$ cat src/hw/rtl/mer_pkg.sv
// ============================================================================
// mer_pkg - shared types and microcode for the midpoint ellipse rasterizer
// Control word layout, sequencer addresses and the microprogram ROM.
// ============================================================================
package mer_pkg;

    // Operation codes carried on the input tuser bit
    localparam logic OP_START = 1'b0;
    localparam logic OP_STEP  = 1'b1;

    // Tracing region
    typedef enum logic [1:0] {
        REGION_DONE = 2'd0,
        REGION_ONE  = 2'd1,
        REGION_TWO  = 2'd2
    } t_region;

    // Multiplier operand pairs (product lands in the P register)
    typedef enum logic [3:0] {
        MUL_NONE,
        MUL_RXRX,
        MUL_RYRY,
        MUL_RX2RY,
        MUL_TXTX,
        MUL_RY2P,
        MUL_TYTY,
        MUL_RX2P,
        MUL_RX2RY2
    } t_mul_sel;

    // Loads from P into the squared-radius registers
    typedef enum logic [1:0] {
        LD_NONE,
        LD_RX2,
        LD_RY2
    } t_ld;

    // Decision accumulator operations
    typedef enum logic [2:0] {
        D_HOLD,
        D_LD4P,
        D_LDP,
        D_ADD4P,
        D_SUB4P,
        D_ADDRX2,
        D_R1,
        D_R2
    } t_d_op;

    // Walk position / slope term updates
    typedef enum logic [1:0] {
        XY_HOLD,
        XY_PY2P,
        XY_R1,
        XY_R2
    } t_xy_op;

    typedef enum logic [1:0] {
        RGOP_HOLD,
        RGOP_TWO,
        RGOP_DONE
    } t_rg_op;

    typedef enum logic [2:0] {
        EM_NONE,
        EM_PIX0,
        EM_PIX1,
        EM_PIX2,
        EM_PIX3,
        EM_DONE
    } t_emit;

    // Jump conditions
    typedef enum logic [2:0] {
        C_NEVER,
        C_ALWAYS,
        C_DONE,
        C_TWO,
        C_PX_GT_PY,
        C_Y_ZERO
    } t_cond;

    localparam int PC_W = 5;
    typedef logic [PC_W-1:0] t_pc;

    // Program entry points and jump targets
    localparam t_pc PC_IDLE      = 5'd0;
    localparam t_pc PC_START     = 5'd1;
    localparam t_pc PC_STEP      = 5'd6;
    localparam t_pc PC_R2_INIT   = 5'd11;
    localparam t_pc PC_R2        = 5'd17;
    localparam t_pc PC_EMIT      = 5'd20;
    localparam t_pc PC_R2_END    = 5'd24;
    localparam t_pc PC_EMIT_DONE = 5'd25;

    typedef struct packed {
        logic     fetch;
        t_mul_sel mul;
        t_ld      ld;
        t_d_op    dop;
        t_xy_op   xyop;
        t_rg_op   rgop;
        t_emit    emit;
        t_cond    cond;
        t_pc      target;
    } t_uword;

    localparam t_uword UW_NOP = '{
        fetch:  1'b0,
        mul:    MUL_NONE,
        ld:     LD_NONE,
        dop:    D_HOLD,
        xyop:   XY_HOLD,
        rgop:   RGOP_HOLD,
        emit:   EM_NONE,
        cond:   C_NEVER,
        target: PC_IDLE
    };

    // Microprogram ROM
    function automatic t_uword ucode(input t_pc pc);
        t_uword w;
        w = UW_NOP;
        case (pc)
            5'd0: begin                       // idle, wait for an input transfer
                w.fetch = 1'b1;
            end
            // start: rx2, ry2, d = 4ry2 - 4rx2*ry + rx2, py = 2rx2*ry
            5'd1: begin
                w.mul = MUL_RXRX;
            end
            5'd2: begin
                w.ld  = LD_RX2;
                w.mul = MUL_RYRY;
            end
            5'd3: begin
                w.ld  = LD_RY2;
                w.mul = MUL_RX2RY;
                w.dop = D_LD4P;
            end
            5'd4: begin
                w.dop  = D_SUB4P;
                w.xyop = XY_PY2P;
            end
            5'd5: begin
                w.dop    = D_ADDRX2;
                w.cond   = C_ALWAYS;
                w.target = PC_IDLE;
            end
            // step: dispatch on region
            5'd6: begin
                w.cond   = C_DONE;
                w.target = PC_EMIT_DONE;
            end
            5'd7: begin
                w.cond   = C_TWO;
                w.target = PC_R2;
            end
            5'd8: begin
                w.cond   = C_PX_GT_PY;
                w.target = PC_R2_INIT;
            end
            // region 1 iteration
            5'd9: begin
                w.xyop = XY_R1;
            end
            5'd10: begin
                w.dop    = D_R1;
                w.cond   = C_ALWAYS;
                w.target = PC_EMIT;
            end
            // region 2 seed: ry2*tx^2 + 4rx2*ty^2 - 4rx2*ry2
            5'd11: begin
                w.mul = MUL_TXTX;
            end
            5'd12: begin
                w.mul = MUL_RY2P;
            end
            5'd13: begin
                w.dop = D_LDP;
                w.mul = MUL_TYTY;
            end
            5'd14: begin
                w.mul = MUL_RX2P;
            end
            5'd15: begin
                w.dop = D_ADD4P;
                w.mul = MUL_RX2RY2;
            end
            5'd16: begin
                w.dop  = D_SUB4P;
                w.rgop = RGOP_TWO;
            end
            // region 2 iteration
            5'd17: begin
                w.cond   = C_Y_ZERO;
                w.target = PC_R2_END;
            end
            5'd18: begin
                w.xyop = XY_R2;
            end
            5'd19: begin
                w.dop = D_R2;
            end
            // four mirrored pixels
            5'd20: begin
                w.emit = EM_PIX0;
            end
            5'd21: begin
                w.emit = EM_PIX1;
            end
            5'd22: begin
                w.emit = EM_PIX2;
            end
            5'd23: begin
                w.emit   = EM_PIX3;
                w.cond   = C_ALWAYS;
                w.target = PC_IDLE;
            end
            5'd24: begin
                w.rgop = RGOP_DONE;
            end
            5'd25: begin
                w.emit   = EM_DONE;
                w.cond   = C_ALWAYS;
                w.target = PC_IDLE;
            end
            default: begin
                w.cond   = C_ALWAYS;
                w.target = PC_IDLE;
            end
        endcase
        return w;
    endfunction

endpackage

$ cat src/hw/rtl/midpoint_ellipse_rasterizer.sv
// ============================================================================
// midpoint_ellipse_rasterizer - microcoded midpoint ellipse tracer
// Start transfers load an ellipse; step transfers run one midpoint iteration
// and return the four mirrored pixels, or a done marker once traced.
// ============================================================================
//
//  channel | dir | tdata (low bit first)                      | tuser / tlast
//  --------+-----+--------------------------------------------+-----------------------
//  s_axis  | in  | center_x, center_y, radius_x, radius_y,    | tuser: operation
//          |     | pen_color, zero pad                        |  (0 start, 1 step)
//  m_axis  | out | pixel_x, pixel_y, pixel_color, zero pad    | tuser: pixel_valid,
//          |     |                                            |  arc_done; tlast: last
//
//  A start runs 5 microcode words on the one multiplier after its transfer; a step runs one
//  midpoint iteration in either region, after five chained multiplies when it crosses into region 2,
//  and returns a done marker once the arc is finished. One pixel leaves per cycle while the output is taken.
//  Reset: i_rst_n low at a clock edge returns the sequencer to idle, the region to done,
//  empties the output register and holds s_axis_tready low.
//  Stalls: a pixel word holds while the output register is full and not taken; the next
//  input transfer is taken while the last result still waits.
//
module midpoint_ellipse_rasterizer #(
    parameter int RADIUS_BITS = 9,
    parameter int COORD_BITS  = 12,
    localparam int CENTER_BITS = COORD_BITS - 2,
    localparam int IN_FW       = 2 * CENTER_BITS + 2 * RADIUS_BITS + 4,
    localparam int IN_DW       = ((IN_FW + 7) / 8) * 8,
    localparam int OUT_FW      = 2 * COORD_BITS + 4,
    localparam int OUT_DW      = ((OUT_FW + 7) / 8) * 8
) (
    input  logic              i_clk,
    input  logic              i_rst_n,
    // center_x, center_y, radius_x, radius_y, pen_color, pad
    input  logic [IN_DW-1:0]  s_axis_tdata,
    input  logic              s_axis_tuser,     // operation
    input  logic              s_axis_tvalid,
    output logic              s_axis_tready,
    // pixel_x, pixel_y, pixel_color, pad
    output logic [OUT_DW-1:0] m_axis_tdata,
    output logic [1:0]        m_axis_tuser,     // pixel_valid, arc_done
    output logic              m_axis_tlast,     // last_of_step
    output logic              m_axis_tvalid,
    input  logic              m_axis_tready
);

    import mer_pkg::*;

    localparam int WW = RADIUS_BITS + 2;         // walk x / y
    localparam int R2W = 2 * RADIUS_BITS;        // squared radius
    localparam int MW = 2 * RADIUS_BITS + 4;     // multiplier operand
    localparam int DW = 4 * RADIUS_BITS + 6;     // decision and slope terms
    localparam int SW = COORD_BITS + WW;         // pixel add width

    // input field offsets
    localparam int CY_LO = CENTER_BITS;
    localparam int RX_LO = 2 * CENTER_BITS;
    localparam int RY_LO = RX_LO + RADIUS_BITS;
    localparam int PC_LO = RY_LO + RADIUS_BITS;

    // ---------------- registers ----------------
    t_pc     r_pc, n_pc;
    t_region r_region;

    logic [CENTER_BITS-1:0] r_cx, r_cy;
    logic [RADIUS_BITS-1:0] r_rx, r_ry;
    logic [3:0]             r_color;
    logic [R2W-1:0]         r_rx2, r_ry2;
    logic [WW-1:0]          r_x, r_y;
    logic signed [DW-1:0]   r_px, r_py, r_d;
    logic [DW-1:0]          r_p;
    logic                   r_flag;

    logic                   r_o_valid;
    logic [COORD_BITS-1:0]  r_o_x, r_o_y;
    logic [3:0]             r_o_color;
    logic                   r_o_pv, r_o_done, r_o_last;

    // ---------------- control word ----------------
    t_uword uw;
    logic   s_fire;
    logic   emit_stall;
    logic   emit_load;
    logic   cond_true;

    assign uw         = ucode(r_pc);
    assign s_axis_tready = uw.fetch && i_rst_n;
    assign s_fire     = s_axis_tvalid && s_axis_tready;
    assign emit_stall = (uw.emit != EM_NONE) && r_o_valid && !m_axis_tready;
    assign emit_load  = (uw.emit != EM_NONE) && !emit_stall;

    always_comb begin
        case (uw.cond)
            C_NEVER:    cond_true = 1'b0;
            C_ALWAYS:   cond_true = 1'b1;
            C_DONE:     cond_true = (r_region == REGION_DONE);
            C_TWO:      cond_true = (r_region == REGION_TWO);
            C_PX_GT_PY: cond_true = (r_px > r_py);
            C_Y_ZERO:   cond_true = (r_y == '0);
            default:    cond_true = 1'b0;
        endcase
    end

    // sequencer next address
    always_comb begin
        n_pc = r_pc + t_pc'(1);
        if (uw.fetch) begin
            if (s_fire) begin
                n_pc = (s_axis_tuser == OP_START) ? PC_START : PC_STEP;
            end else begin
                n_pc = r_pc;
            end
        end else if (emit_stall) begin
            n_pc = r_pc;
        end else if (cond_true) begin
            n_pc = uw.target;
        end
    end

    // ---------------- shared multiplier ----------------
    logic [MW-1:0]   mul_a, mul_b;
    logic [2*MW-1:0] mul_prod;
    logic [WW:0]     tx;
    logic [WW-1:0]   ty;

    assign tx = {r_x, 1'b1};                                  // 2x + 1
    assign ty = (r_y == '0) ? WW'(1) : r_y - WW'(1);          // |y - 1|

    always_comb begin
        case (uw.mul)
            MUL_RXRX: begin
                mul_a = MW'(r_rx);
                mul_b = MW'(r_rx);
            end
            MUL_RYRY: begin
                mul_a = MW'(r_ry);
                mul_b = MW'(r_ry);
            end
            MUL_RX2RY: begin
                mul_a = MW'(r_rx2);
                mul_b = MW'(r_ry);
            end
            MUL_TXTX: begin
                mul_a = MW'(tx);
                mul_b = MW'(tx);
            end
            MUL_RY2P: begin
                mul_a = MW'(r_ry2);
                mul_b = r_p[MW-1:0];
            end
            MUL_TYTY: begin
                mul_a = MW'(ty);
                mul_b = MW'(ty);
            end
            MUL_RX2P: begin
                mul_a = MW'(r_rx2);
                mul_b = r_p[MW-1:0];
            end
            MUL_RX2RY2: begin
                mul_a = MW'(r_rx2);
                mul_b = MW'(r_ry2);
            end
            default: begin
                mul_a = '0;
                mul_b = '0;
            end
        endcase
    end

    assign mul_prod = mul_a * mul_b;

    // ---------------- decision / walk datapath ----------------
    logic signed [DW-1:0] p_s, rx2_s, ry2_s;

    assign p_s   = $signed(r_p);
    assign rx2_s = $signed({{(DW - R2W){1'b0}}, r_rx2});
    assign ry2_s = $signed({{(DW - R2W){1'b0}}, r_ry2});

    // start transfers seed the walk; the microcode fills in the rest
    always_ff @(posedge i_clk) begin
        if (s_fire && (s_axis_tuser == OP_START)) begin
            r_cx    <= s_axis_tdata[CY_LO-1:0];
            r_cy    <= s_axis_tdata[RX_LO-1:CY_LO];
            r_rx    <= s_axis_tdata[RY_LO-1:RX_LO];
            r_ry    <= s_axis_tdata[PC_LO-1:RY_LO];
            r_color <= s_axis_tdata[PC_LO+3:PC_LO];
            r_x     <= '0;
            r_y     <= WW'(s_axis_tdata[PC_LO-1:RY_LO]);
            r_px    <= '0;
        end else begin
            case (uw.xyop)
                XY_PY2P: begin
                    r_py <= p_s <<< 1;
                end
                XY_R1: begin
                    r_x    <= r_x + WW'(1);
                    r_px   <= r_px + (ry2_s <<< 1);
                    r_flag <= (r_d < 0);
                    if (r_d >= 0) begin
                        r_y  <= r_y - WW'(1);
                        r_py <= r_py - (rx2_s <<< 1);
                    end
                end
                XY_R2: begin
                    r_y    <= r_y - WW'(1);
                    r_py   <= r_py - (rx2_s <<< 1);
                    r_flag <= (r_d <= 0);
                    if (r_d <= 0) begin
                        r_x  <= r_x + WW'(1);
                        r_px <= r_px + (ry2_s <<< 1);
                    end
                end
                default: begin
                end
            endcase
        end

        if (uw.mul != MUL_NONE) begin
            r_p <= mul_prod[DW-1:0];
        end

        case (uw.ld)
            LD_RX2:  r_rx2 <= r_p[R2W-1:0];
            LD_RY2:  r_ry2 <= r_p[R2W-1:0];
            default: begin
            end
        endcase

        case (uw.dop)
            D_LD4P:   r_d <= p_s <<< 2;
            D_LDP:    r_d <= p_s;
            D_ADD4P:  r_d <= r_d + (p_s <<< 2);
            D_SUB4P:  r_d <= r_d - (p_s <<< 2);
            D_ADDRX2: r_d <= r_d + rx2_s;
            D_R1: begin
                // flag set: x step only; clear: diagonal step
                if (r_flag) begin
                    r_d <= r_d + ((r_px + ry2_s) <<< 2);
                end else begin
                    r_d <= r_d + ((r_px - r_py + ry2_s) <<< 2);
                end
            end
            D_R2: begin
                if (r_flag) begin
                    r_d <= r_d + ((r_px - r_py + rx2_s) <<< 2);
                end else begin
                    r_d <= r_d + ((rx2_s - r_py) <<< 2);
                end
            end
            default: begin
            end
        endcase
    end

    // ---------------- pixel generation ----------------
    logic [SW-1:0]         cx_w, cy_w, x_w, y_w;
    logic [SW-1:0]         xp, xm, yp, ym;
    logic [COORD_BITS-1:0] n_o_x, n_o_y;
    logic [3:0]            n_o_color;
    logic                  n_o_pv, n_o_done, n_o_last;

    assign cx_w = SW'(r_cx);
    assign cy_w = SW'(r_cy);
    assign x_w  = SW'(r_x);
    assign y_w  = SW'(r_y);
    assign xp   = cx_w + x_w;
    assign xm   = cx_w - x_w;
    assign yp   = cy_w + y_w;
    assign ym   = cy_w - y_w;

    always_comb begin
        n_o_x     = '0;
        n_o_y     = '0;
        n_o_color = r_color;
        n_o_pv    = 1'b1;
        n_o_done  = 1'b0;
        n_o_last  = 1'b0;
        case (uw.emit)
            EM_PIX0: begin
                n_o_x = xp[COORD_BITS-1:0];
                n_o_y = yp[COORD_BITS-1:0];
            end
            EM_PIX1: begin
                n_o_x = xp[COORD_BITS-1:0];
                n_o_y = ym[COORD_BITS-1:0];
            end
            EM_PIX2: begin
                n_o_x = xm[COORD_BITS-1:0];
                n_o_y = yp[COORD_BITS-1:0];
            end
            EM_PIX3: begin
                n_o_x    = xm[COORD_BITS-1:0];
                n_o_y    = ym[COORD_BITS-1:0];
                n_o_last = 1'b1;
            end
            EM_DONE: begin
                n_o_color = '0;
                n_o_pv    = 1'b0;
                n_o_done  = 1'b1;
                n_o_last  = 1'b1;
            end
            default: begin
            end
        endcase
    end

    always_ff @(posedge i_clk) begin
        if (emit_load) begin
            r_o_x     <= n_o_x;
            r_o_y     <= n_o_y;
            r_o_color <= n_o_color;
            r_o_pv    <= n_o_pv;
            r_o_done  <= n_o_done;
            r_o_last  <= n_o_last;
        end
    end

    // ---------------- control registers ----------------
    always_ff @(posedge i_clk) begin
        if (!i_rst_n) begin
            r_pc      <= PC_IDLE;
            r_region  <= REGION_DONE;
            r_o_valid <= 1'b0;
        end else begin
            r_pc <= n_pc;

            if (s_fire && (s_axis_tuser == OP_START)) begin
                // a zero semi-axis leaves nothing to trace
                if ((s_axis_tdata[RY_LO-1:RX_LO] == '0) ||
                    (s_axis_tdata[PC_LO-1:RY_LO] == '0)) begin
                    r_region <= REGION_DONE;
                end else begin
                    r_region <= REGION_ONE;
                end
            end else begin
                case (uw.rgop)
                    RGOP_TWO:  r_region <= REGION_TWO;
                    RGOP_DONE: r_region <= REGION_DONE;
                    default: begin
                    end
                endcase
            end

            if (emit_load) begin
                r_o_valid <= 1'b1;
            end else if (m_axis_tready) begin
                r_o_valid <= 1'b0;
            end
        end
    end

    // ---------------- output channel ----------------
    assign m_axis_tvalid = r_o_valid;
    assign m_axis_tdata  = OUT_DW'({r_o_color, r_o_y, r_o_x});
    assign m_axis_tuser  = {r_o_done, r_o_pv};
    assign m_axis_tlast  = r_o_last;

endmodule
$ cat config.mk
export PLATFORM = sky130hd
export DESIGN_NAME = midpoint_ellipse_rasterizer
export DESIGN_NICKNAME = d
export VERILOG_FILES = /design/src/hw/rtl/mer_pkg.sv /design/src/hw/rtl/midpoint_ellipse_rasterizer.sv
export SDC_FILE = /design/constraint.sdc
export NUM_CORES = 2
export LEC_CHECK = 0
export BUFFER_PORTS_ARGS = -buffer_cell sky130_fd_sc_hd__buf_2
export CAP_MARGIN = 20
export CORE_UTILIZATION = 45
export DETAILED_ROUTE_END_ITERATION = 10
export MAX_ROUTING_LAYER = met4
export SLEW_MARGIN = 20
export SYNTH_ARGS = -nofsm -noshare
export SYNTH_HDL_FRONTEND = slang
export SYNTH_SLANG_ARGS = --single-unit
$ cat constraint.sdc
create_clock -name i_clk -period 9.5 [get_ports i_clk]
set_clock_uncertainty 0.2 [all_clocks]
set_input_delay 1.425 -clock i_clk [delete_from_list [all_inputs] [get_ports i_clk]]
set_output_delay 1.425 -clock i_clk [all_outputs]
set_load 0.01 [all_outputs]
==> impl_metrics.toml <==
[final_layout]
fin_area_sq_um = 46690
final_common_cell = "nor2_1"
fin_cells = 6513
drive_above_1_share_pct = 11.01
final_cell_mix = "nor2_1, inv_1, nand2_1"
area_growth_syn_to_layout_pct = 11.84
fin_util_pct = 50.86
fin_nets = 5940
fillers = 8846

[worst_hold_path]
min_delay_path_depth = 1
worstHoldStart = "r_color[0]"
worstHoldPathType = "reg2reg"

[routing]
wl_um = 136600
drc = 0
post_drt_wl_per_cell_um = 20.98
ant_nets = 0
drt-initial-drc-count = 3309
avgViaCountPerCell = 5.731
dr.pass1.iters = 6
num_vias = 37330

[global_route]
grt_pass1_wl_um = 213000
grt_remaining_overflow = 0
grt_start_max_net_pins = 108
grt_pass1_vias = 36780
grt_antenna_before_repair = 2
grtUsageTotal_pct = 30.09

[place]
placed_area_sq_um = 45010
gp_congestion = 0.9831
portBuffers = 79
dp.cells = 6434
post-dp-hpwl_um = 110800

[clock_tree]
cts_hold_buf = 0
cts_num_sinks = 306
cts_root_buf = "clkbuf_16"
htreeDepth = 2
path_clk_slew_ns = 0.06
clock_latency_ns = 0.63
numCtsBuffers = 42
cts_tree = "built"
ctsLongestPathBuffers = 3

[flow_run]
maxCapViolCount = 0

[power_and_ir_drop]
switching_share_pct = 51.39
power.switching_uw = 7346
ir_drop_v = 0.0001827
seq_power_share_pct = 19.0
pwr-share-comb_pct = 69.8
internal_power_uw = 6948
power.density_nw_per_um2 = 306.2
p_clk_share_pct = 11.2
leakage_uw = 0.02021

[logic_synthesis]
yosysWarnings = 0
yosysSeqAreaShare_pct = 20.53
ys_types = 102
synth-edff-count = 244
avgSynthCellArea_sq_um = 8.238
synthesis.area_sq_um = 41740
ys_async_sr_fraction_pct = 0
synth_cells = 5067
ys_ff_latch = 306
synth_ff_type = "edfxtp_1"

[critical_path]
cp.depth = 38
setup.worst_path.start = "r_pc[0]"
critPathBufInv = 10
critical_path_required_ns = 9.65
cp.arrival_ns = 9.25
cpLargestDelayFamily = "adder cells"
max_stage_delay_ns = 0.57
cp-end-kind = "flip-flop"
reg2reg_from = "r_pc[0]"
worstPathMaxFanout = 10
slowest_stage = "fa_1"
r2r_cells = 38
critPathKind = "reg2reg"
start_kind = "flip-flop"

[timing]
slew_viol_final = 0
maxSlewHeadroom_pct = 23.40
post-route-period-util_pct = 95.70
max_freq_mhz = 110.0
finalCriticalPeriod_ns = 9.092
setup_viol = 0
hold_violations = 0
worst_pin_slew_ns = 1.120
rsz0062_at_grt = "false"

[status]
status = "completed"

[die]
start_util_pct = 45.47
row_count = 111
dieArea_sq_um = 93990
ios = 90
die_x_um = 306.6
core_area_sq_um = 91800
die_y_um = 306.6
==> metrics by stage <==
stage | worst slack [ns] | hold slack, ns | total power [uW] | setup TNS (ns)
after detailed placement | -0.2476 | 0.3040 | 12400 | -0.4933
final | 0.4084 | 0.3171 | 14290 | 0
after global routing | 0.02875 | 0.3388 | 15420 | 0
after floorplan | 0.02258 | 0.2393 | 9637 | 0
after global placement | -0.3410 | 0.2989 | 12340 | -0.7278
after CTS | 0.01284 | 0.3189 | 14110 | 0
==> worst register-to-register path: cells and delay by family (launching register included) <==
family	cells	cell delay, ns
flip-flops	1	0.35
adder cells (fa/ha/maj)	8	3.70
XOR/XNOR	1	0.08
AO/OA/AOI/OAI	11	2.10
AND/OR/NAND/NOR	8	1.15
buffers and inverters	10	1.28
==> layer usage <==
layer	track usage (%)	wire length, um	vias to the layer above
li1	-	-	17750
met1	41.73	60850	18020
met2	45.35	59750	1324
met3	3.901	11140	237
met4	9.965	4873	0
met5	-	0	-
==> worst paths after layout <==
path / end / slack [ns]
max reg2reg: p_s[40] / 0.41
max: p_s[40] / 0.41
min: r_o_color[0] / 0.32
min reg2reg: r_o_color[0] / 0.32
==> flip-flops by register name, summed over array words and instances (netlist names), 5 cells and up <==
| register | count |
|---|---|
| r_px | 41 |
| r_py | 41 |
| r_pc | 5 |
| p_s | 42 |
| r_cx | 10 |
| r_x | 11 |
| r_o_y | 12 |
| r_cy | 10 |
| r_rx | 9 |
| r_rx2 | 18 |
| r_ry2 | 18 |
| r_d | 42 |
| r_ry | 9 |
| r_o_x | 12 |
| r_y | 11 |
==> power groups by stage <==
stage	logic, uW	registers, uW	clock network (uW)
after global placement	9630	2710	0
after CTS	9790	2690	1640
after global routing	11000	2760	1680
final	9970	2710	1610
after floorplan	7260	2380	0
after detailed placement	9690	2710	0
==> synthesized netlist by cell type, drive strengths merged (53+ instances only) <==
library cell | n | area (sq um)
nand4 | 53 | 361.6
xnor2 | 285 | 2496
a21oi | 307 | 1544
nor3 | 84 | 489.2
ha | 320 | 4004
nand2b | 69 | 431.7
nand3 | 86 | 435.4
nor2 | 604 | 2272
clkbuf | 188 | 708.2
xor2 | 128 | 1121
a21o | 74 | 555.5
nand2 | 541 | 2033
edfxtp | 244 | 7327
fa | 330 | 6606
dfxtp | 62 | 1241
inv | 563 | 2113
o21ai | 271 | 1360
nor2b | 58 | 362.9
==> what timing repair did <==
item                       in CTS  in global routing
setup endpoints to repair       5                 14
gates resized for setup         9                 60
buffers inserted                0                  1
pin swaps                       0                  4
==> logic make-up (layout without fill, tap and decap cells) <==
kind of cell             Yosys count  after routing  share of synthesized area, %
XOR/XNOR                         413            413                         8.665
multiplexers                      43             43                         1.070
buffers and inverters            801           1000                         7.427
flip-flops                       306            306                         20.53
AND/OR/NAND/NOR                 1756           1756                         19.85
other                              1              5                      0.008983
AO/OA/AOI/OAI                   1097           1097                         17.04
adder cells (fa/ha/maj)          650            650                         25.42
==> area by class of cell <==
class	count	area (sq um)	area share, %
sequential	306	8571	18.36
multi-input combinational	3963	30430	65.18
clock buffer	51	1147	2.458
antenna	1	2.502	0.005360
timing repair buffer	361	2653	5.682
clock inverter	25	214.0	0.4583
tap	1243	1555	3.331
inverter	563	2113	4.527
No activity file was read; power rests on OpenSTA's default activity.
